**src/design/assert_macros.svh**
```systemverilog
// ----------------------------------------------------------------------------
// assert_macros.svh
// Assertion wrappers for the drop-decision block. Define ASSERT_OFF to strip.
// ----------------------------------------------------------------------------
`ifndef ASSERT_MACROS_SVH
`define ASSERT_MACROS_SVH

`ifndef ASSERT_OFF

// Same-cycle implication
`define CODEL_ASSERT_IMPL(lbl, clk, rst_n, ante, cons) \
  lbl: assert property (@(posedge clk) disable iff (!rst_n) (ante) |-> (cons)) \
    else $error("implication check failed");

// Next-cycle implication
`define CODEL_ASSERT_NEXT(lbl, clk, rst_n, ante, cons) \
  lbl: assert property (@(posedge clk) disable iff (!rst_n) (ante) |=> (cons)) \
    else $error("next-cycle check failed");

// Condition that must never hold
`define CODEL_ASSERT_NEVER(lbl, clk, rst_n, cond) \
  lbl: assert property (@(posedge clk) disable iff (!rst_n) 1'b1 |-> !(cond)) \
    else $error("forbidden condition seen");

`else

`define CODEL_ASSERT_IMPL(lbl, clk, rst_n, ante, cons)
`define CODEL_ASSERT_NEXT(lbl, clk, rst_n, ante, cons)
`define CODEL_ASSERT_NEVER(lbl, clk, rst_n, cond)

`endif

`endif

```
**src/design/codel_pkg.sv**
```systemverilog
// ----------------------------------------------------------------------------
// codel_pkg
// Types and constants shared by the CoDel drop-decision modules.
// ----------------------------------------------------------------------------
`default_nettype none

package codel_pkg;

  // Field widths
  localparam int TIME_W  = 48;
  localparam int COUNT_W = 16;
  localparam int OCC_W   = 9;
  localparam int APB_DW  = 64;
  localparam int APB_AW  = 4;

  // Register decode: one address bit selects between the two registers
  localparam int   REG_SEL_BIT  = 3;
  localparam logic REG_TARGET   = 1'b0;
  localparam logic REG_INTERVAL = 1'b1;

  // Register reset values
  localparam logic [TIME_W-1:0] TARGET_RESET   = 48'd5000;
  localparam logic [TIME_W-1:0] INTERVAL_RESET = 48'd100000;

  // Inverse square root: 16 fraction bits, so r*r*c is bounded by 2^32
  localparam int                ISR_FRAC  = 16;
  localparam logic [32:0]       ISR_LIMIT = 33'h1_0000_0000;
  localparam logic [COUNT_W-1:0] COUNT_MAX = 16'hFFFF;

  typedef enum logic [1:0] {
    CMD_ENQUEUE  = 2'd0,
    CMD_ROLLBACK = 2'd1,
    CMD_DECIDE   = 2'd2,
    CMD_DEQUEUE  = 2'd3
  } cmd_t;

  typedef enum logic [1:0] {
    STAT_OK    = 2'd0,
    STAT_FULL  = 2'd1,
    STAT_EMPTY = 2'd2
  } status_t;

  typedef struct packed {
    cmd_t              cmd;
    logic [TIME_W-1:0] now;
  } codel_in_t;

  typedef struct packed {
    logic             drop;
    logic             in_dropping;
    logic [OCC_W-1:0] occupancy;
    status_t          status;
  } codel_out_t;

  // Sequencer states
  typedef enum logic [2:0] {
    ST_IDLE,
    ST_EXEC,
    ST_JUDGE,
    ST_DECIDE,
    ST_LAW
  } seq_state_t;

  // Control-law unit states
  typedef enum logic [2:0] {
    LAW_IDLE,
    LAW_ROOT,
    LAW_MUL_LO,
    LAW_MUL_HI,
    LAW_SUM,
    LAW_ADD
  } law_state_t;

  typedef struct packed {
    logic               start;
    logic [COUNT_W-1:0] count;
  } law_req_t;

  typedef struct packed {
    logic              done;
    logic [TIME_W-1:0] next_time;
  } law_rsp_t;

endpackage

`default_nettype wire

```
**src/design/codel_law.sv**
```systemverilog
// ----------------------------------------------------------------------------
// codel_law
// Control-law unit: next = base + floor(interval * isr(count) / 2^16).
// isr is found one bit a step with shift/add updates of r*c and r*r*c,
// then the product is built from two 24x16 partial products.
// ----------------------------------------------------------------------------
`default_nettype none
`include "assert_macros.svh"

module codel_law
  import codel_pkg::*;
(
  input  wire logic              clk,
  input  wire logic              rst_n,
  input  wire law_req_t          req,
  input  wire logic [TIME_W-1:0] base,
  input  wire logic [TIME_W-1:0] interval,
  output law_rsp_t               rsp
);

  law_state_t st_r, st_nxt;
  logic       done_r, done_nxt;

  logic [3:0]         bit_r;
  logic [COUNT_W-1:0] cnt_r;
  logic [COUNT_W-1:0] root_r;
  logic [31:0]        q_r;
  logic [32:0]        p_r;
  logic [TIME_W-1:0]  ivl_r;
  logic [TIME_W-1:0]  base_r;
  logic [39:0]        lo_r;
  logic [39:0]        hi_r;
  logic [63:0]        acc_r;
  logic [TIME_W-1:0]  res_r;

  logic [31:0] q_try;
  logic [49:0] p_try;
  logic        fit;
  logic        take;

  // Trial of the next root bit: (r + 2^k)^2 c = r^2 c + 2^(k+1) r c + 4^k c
  always_comb begin
    q_try = q_r + ({16'd0, cnt_r} << bit_r);
    p_try = 50'(p_r) + (50'(q_r) << ({1'b0, bit_r} + 5'd1))
          + (50'(cnt_r) << {bit_r, 1'b0});
    fit   = (p_try <= 50'(ISR_LIMIT));
  end

  // Next state
  always_comb begin
    st_nxt = st_r;
    unique case (st_r)
      LAW_IDLE: begin
        if (req.start) begin
          st_nxt = (req.count <= 16'd1) ? LAW_ADD : LAW_ROOT;
        end
      end
      LAW_ROOT: begin
        if (bit_r == 4'd0) begin
          st_nxt = LAW_MUL_LO;
        end
      end
      LAW_MUL_LO: st_nxt = LAW_MUL_HI;
      LAW_MUL_HI: st_nxt = LAW_SUM;
      LAW_SUM:    st_nxt = LAW_ADD;
      LAW_ADD:    st_nxt = LAW_IDLE;
      default:    st_nxt = LAW_IDLE;
    endcase
  end

  // Outputs of the sequencer
  always_comb begin
    take     = (st_r == LAW_IDLE) && req.start;
    done_nxt = (st_r == LAW_ADD);
  end

  // Control registers
  always_ff @(posedge clk) begin
    if (!rst_n) begin
      st_r   <= LAW_IDLE;
      done_r <= 1'b0;
    end else begin
      st_r   <= st_nxt;
      done_r <= done_nxt;
    end
  end

  // Datapath
  always_ff @(posedge clk) begin
    if (take) begin
      cnt_r  <= req.count;
      ivl_r  <= interval;
      base_r <= base;
      root_r <= '0;
      q_r    <= '0;
      p_r    <= '0;
      bit_r  <= 4'd15;
      // count 0 or 1 spaces drops by one whole interval
      acc_r  <= {interval, 16'd0};
    end else begin
      unique case (st_r)
        LAW_ROOT: begin
          if (fit) begin
            root_r <= root_r | (16'd1 << bit_r);
            q_r    <= q_try;
            p_r    <= p_try[32:0];
          end
          bit_r <= bit_r - 4'd1;
        end
        LAW_MUL_LO: lo_r  <= 40'(ivl_r[23:0]) * 40'(root_r);
        LAW_MUL_HI: hi_r  <= 40'(ivl_r[47:24]) * 40'(root_r);
        LAW_SUM:    acc_r <= {hi_r, 24'd0} + 64'(lo_r);
        LAW_ADD:    res_r <= base_r + acc_r[63:ISR_FRAC];
        default: begin
        end
      endcase
    end
  end

  assign rsp.done      = done_r;
  assign rsp.next_time = res_r;

  `CODEL_ASSERT_IMPL(a_start_when_idle, clk, rst_n, req.start, st_r == LAW_IDLE)
  `CODEL_ASSERT_NEXT(a_done_single, clk, rst_n, done_r, !done_r)
  `CODEL_ASSERT_NEXT(a_add_gives_done, clk, rst_n, st_r == LAW_ADD, done_r && st_r == LAW_IDLE)

endmodule

`default_nettype wire

```
**config.mk**
```make
export PLATFORM = sky130hd
export DESIGN_NAME = codel_law
export DESIGN_NICKNAME = d
export VERILOG_FILES = /design/src/design/codel_pkg.sv /design/src/design/codel_law.sv
export VERILOG_INCLUDE_DIRS = /design/src /design/src/design
export SDC_FILE = /design/constraint.sdc
export NUM_CORES = 2
export LEC_CHECK = 0
export BUFFER_PORTS_ARGS = -buffer_cell sky130_fd_sc_hd__clkbuf_2
export CELL_PAD_IN_SITES_DETAIL_PLACEMENT = 1
export CELL_PAD_IN_SITES_GLOBAL_PLACEMENT = 1
export CORE_ASPECT_RATIO = 1.2
export CORE_MARGIN = 2
export CORE_UTILIZATION = 55
export CTS_CLUSTER_DIAMETER = 150
export DETAILED_ROUTE_END_ITERATION = 10
export GPL_TIMING_DRIVEN = 0
export HOLD_SLACK_MARGIN = 0.02
export PLACE_DENSITY_LB_ADDON = 0.1
export SYNTH_ARGS = -nofsm -noshare
export SYNTH_HDL_FRONTEND = slang
export SYNTH_SLANG_ARGS = --single-unit
```
**constraint.sdc**
```tcl
create_clock -name clk -period 16.1 [get_ports clk]
set_input_delay 0.805 -clock clk [delete_from_list [all_inputs] [get_ports clk]]
set_output_delay 0.805 -clock clk [all_outputs]
set_load 0.01 [all_outputs]
```
==> impl_metrics.csv <==
group,metric,value,unit
status,result_of_the_run,"complete, but fails checks",
status,violations,"capacitance limit, slew limit",
critical_path,regToRegSetupSlack,6.00,ns
sta,setup_viol_count_final,0,
grt,grt_antenna_before_repair,31,
hold_path,worstHoldPathCells,1,
yosys,synth-async-reset-ratio,0,%
yosys,syn-instance-count,5186,
pwr,share_clk_of_total_power,28.6,%
yosys,synth_cell_type_count,86,
critical_path,slowest_stage,"sky130_fd_sc_hd__buf_1",
detailed_routing,drt_wl_total,182000,µm
yosys,number_of_enable_flip_flop_cells_after_synthesis,272,
pwr,net-switching-power,1.55,mW
placed_design,numPortBuffers,163,
detailed_routing,drt_first_pass_iters,5,
floorplanning,floorplan.die.width,273,µm
pwr,powerDensity,72.2,nW/µm²
final_layout,fillers,9978,
critical_path,worstSetupStartpoint,"bit_r[0]$_SDFFE_PP1P_",
sta,rsz0062_at_grt,"no",
clock_tree,postCtsResizedCells,0,
final_layout,drive_above_1_share,5.71,%
floorplanning,initial_standard_cell_utilization_of_the_core,55.5,%
critical_path,critical_register_to_register_path_endpoint,"root_r[2]$_SDFFE_PP0P_",
floorplanning,floorplan.core_area,86100,µm²
grt,grt.busiest_layer,"met2",
sta,final-max-slew-violation-count,1,
critical_path,endpoint_kind,"register",
floorplanning,boundaryPins,164,
sta,hold_viol,0,
sta,timing.final.crit_share,62.8,%
critical_path,crit-reg2reg-launch,"bit_r[0]$_SDFFE_PP1P_",
clock_tree,clk_pin_slew_worst_paths,0.07,ns
yosys,synth-warning-count,0,
hold_path,worst_hold_path_type,"input port to register",
grt,grt_max_degree,63,
critical_path,crit_start_category,"register",
critical_path,critPathMaxStageDelay,0.64,ns
critical_path,worstPathRequired,16.61,ns
detailed_routing,drt-vias-per-instance,6.11,
pwr,peakVddDrop,0.000123,V
yosys,synthesis.area,47700,µm²
clock_tree,clkSinkCount,361,
critical_path,worst_r2r_path_depth,33,
grt,wire_length_of_the_first_global_routing_pass,271000,µm
placed_design,placedCellCount,6494,
detailed_routing,drt_iter0_markers,2948,
clock_tree,cts_tree,"done",
pwr,power.switching_fraction,41.6,%
job,drv.max_cap_violation_count,2,
pwr,seq_power_share,29.1,%
detailed_routing,per_cell_routed_wire_length,27.5,µm
detailed_routing,detailroute.via_count,40300,
final_layout,number_of_cells_in_the_finished_layout_apart_from_fillers,6597,
grt,grt_pass1_vias,44800,
clock_tree,clock_path_buffers,3,
clock_tree,clockRootBuffer,"sky130_fd_sc_hd__clkbuf_16",
final_layout,final_cell_mix,"768 x sky130_fd_sc_hd__inv_1, 678 x sky130_fd_sc_hd__nand2_1, 648 x sky130_fd_sc_hd__fa_1",
sta,tightest_slew,1.49,ns
critical_path,highest_fanout_seen_on_the_critical_path,11,
detailed_routing,drcViolationCount,0,
yosys,synth_flop_cell,"sky130_fd_sc_hd__edfxtp_1",
sta,clock-skew-final,0.0386,ns
placed_design,dpl.hpwl,147000,µm
floorplanning,die-height,327,µm
critical_path,worst_path_most_repeated_cell,"sky130_fd_sc_hd__clkbuf_1",
pwr,leakagePower,23.9,nW
yosys,ys_seq_area_share,20.8,%
final_layout,synthToLayoutAreaGrowth,8.20,%
clock_tree,cts_inserted_buffers,42,
final_layout,final_nets,6543,
sta,max_clock_freq,99.0,MHz
final_layout,layout_commonest_cell,"sky130_fd_sc_hd__inv_1",
grt,grtUsageMet1,44.6,%
pwr,combPwrFrac,42.3,%
pwr,internal_power,2.18,mW
sta,minimum_clock_period_after_layout,10.10,ns
critical_path,cp_data_arrival_time,10.61,ns
sta,fin_tns_setup,0,ns
clock_tree,cts.hold.buffers_added,0,
grt,grt_overflow_total,0,
placed_design,finalWeightedCongestion,0.992,
clock_tree,post_cts_buffers,0,
grt,grt_usage,40.8,%
grt,grt_use_met2,70.7,%
critical_path,critPathCapture,"root_r[2]$_SDFFE_PP0P_",
clock_tree,clock_tree.htree_level_count,2,
detailed_routing,drt.antenna.violating_nets,0,
floorplanning,placementRows,118,
floorplanning,design.die.area,89200,µm²
grt,grtUsageMet3,7.95,%
sta,worst_slew_margin_rel,-0.472,%
yosys,synth_seq_cells,361,
yosys,avgSynthCellArea,9.20,µm²
clock_tree,clkLatencyLatePin,0.61,ns
critical_path,path_class,"register to register",
yosys,syn-num-nets,6331,
final_layout,final_core_utilization,60.0,%
==> routing by layer <==
layer / wire length, µm / vias up
met3: 12400 / 672
met5: 159 / -
li1: - / 17400
met1: 63800 / 20600
met2: 90100 / 1688
met4: 15000 / 24
==> critical path, delay by kind of cell, from the launching register on <==
kind                     cells  cell delay, ns
AO/OA/AOI/OAI               11            2.46
adder cells (fa/ha/maj)      3            1.05
buffers and inverters       11            3.97
flip-flops                   1            0.39
multiplexers                 2            0.80
AND/OR/NAND/NOR              6            1.33
==> registers in the layout, summed over array words and instances, names as in the netlist <==
name / cells
acc_r: 48
base_r: 48
bit_r: 4
cnt_r: 16
done_r: 1
hi_r: 40
ivl_r: 48
lo_r: 24
p_r: 33
q_r: 32
res_r: 48
root_r: 16
st_r: 3
==> layout make-up <==
| class | count | area (µm²) | area share, % |
|---|---|---|---|
| inverter | 773 | 2900 | 5.62 |
| clock inverter | 28 | 377 | 0.729 |
| multi-input combinational | 3814 | 33900 | 65.7 |
| tap | 1140 | 1430 | 2.76 |
| antenna | 25 | 62.6 | 0.121 |
| sequential | 361 | 9950 | 19.3 |
| timing repair buffer | 168 | 918 | 1.78 |
| clock buffer | 50 | 1110 | 2.15 |
| buffer | 238 | 971 | 1.88 |
==> Yosys cell counts (10+ instances only) <==
cell                        number  area share (%)
sky130_fd_sc_hd__a211o_1        11            0.20
sky130_fd_sc_hd__a211oi_1       16            0.25
sky130_fd_sc_hd__a21o_1         81             1.3
sky130_fd_sc_hd__a21oi_1       220             2.3
sky130_fd_sc_hd__a22o_1         17            0.31
sky130_fd_sc_hd__a31oi_1        33            0.43
sky130_fd_sc_hd__and2_1        355             4.7
sky130_fd_sc_hd__and3_1         36            0.47
sky130_fd_sc_hd__buf_1          14            0.11
sky130_fd_sc_hd__clkbuf_1      210             1.7
sky130_fd_sc_hd__dfxtp_1        89             3.7
sky130_fd_sc_hd__edfxtp_1      272              17
sky130_fd_sc_hd__fa_1          648              27
sky130_fd_sc_hd__ha_1          382              10
sky130_fd_sc_hd__inv_1         768             6.0
sky130_fd_sc_hd__mux2_2         17            0.40
sky130_fd_sc_hd__mux2i_1       106             2.2
sky130_fd_sc_hd__mux4_2         10            0.47
sky130_fd_sc_hd__nand2_1       679             5.3
sky130_fd_sc_hd__nand2b_1       48            0.63
sky130_fd_sc_hd__nand3_1        52            0.55
sky130_fd_sc_hd__nand4_1        23            0.30
sky130_fd_sc_hd__nor2_1        319             2.5
sky130_fd_sc_hd__nor2b_1        41            0.54
sky130_fd_sc_hd__nor3_1         45            0.47
sky130_fd_sc_hd__nor4_1         11            0.14
sky130_fd_sc_hd__o2111ai_1      11            0.20
sky130_fd_sc_hd__o211ai_1       25            0.39
sky130_fd_sc_hd__o21a_1         44            0.69
sky130_fd_sc_hd__o21ai_0       185             1.9
sky130_fd_sc_hd__o21bai_1       24            0.38
sky130_fd_sc_hd__o22ai_1        18            0.24
sky130_fd_sc_hd__o31ai_1        15            0.24
sky130_fd_sc_hd__or3_1          15            0.20
sky130_fd_sc_hd__xnor2_1       123             2.3
sky130_fd_sc_hd__xor2_1         62             1.1
==> worst min path at each step <==
stage,startpoint,to,slack (ns)
floorplan,p_r[22]$_SDFFE_PP0P_,p_r[22]$_SDFFE_PP0P_,0.46
global placement,p_r[4]$_SDFFE_PP0P_,p_r[4]$_SDFFE_PP0P_,0.48
detailed placement,p_r[23]$_SDFFE_PP0P_,p_r[23]$_SDFFE_PP0P_,0.49
CTS,base[20],base_r[20]$_DFFE_PP_,0.34
global route,base[19],base_r[19]$_DFFE_PP_,0.35
finish,base[12],base_r[12]$_DFFE_PP_,0.36
==> cell families after synthesis <==
| logic type | Yosys count | synth area share [%] |
|---|---|---|
| compound gates | 810 | 11.0 |
| xor+xnor | 185 | 3.39 |
| fa+ha+maj | 1030 | 37.2 |
| buf+inv | 1011 | 8.10 |
| flops | 361 | 20.8 |
| mux | 133 | 3.10 |
| simple gates | 1656 | 16.4 |
==> power by group through the flow <==
stage / Clock [mW] / Combinational, mW / Sequential [mW]
2_1_floorplan: 0 / 1.04 / 1.08
6_report: 1.07 / 1.58 / 1.08
3_3_place_gp: 0 / 1.49 / 1.11
3_5_place_dp: 0 / 1.52 / 1.10
5_1_grt: 1.10 / 1.69 / 1.08
4_1_cts: 1.07 / 1.54 / 1.08
==> stage by stage <==
stage	setup WS, ns	hold slack [ns]	cell area, µm²	total power [mW]
global route	5.63	0.353	51600	3.88
global placement	6.45	0.478	50000	2.59
detailed placement	6.43	0.491	50100	2.62
floorplan	8.99	0.460	47700	2.12
finish	6.00	0.360	51600	3.73
CTS	6.41	0.339	51600	3.69
(Power assumes the default switching activity.)
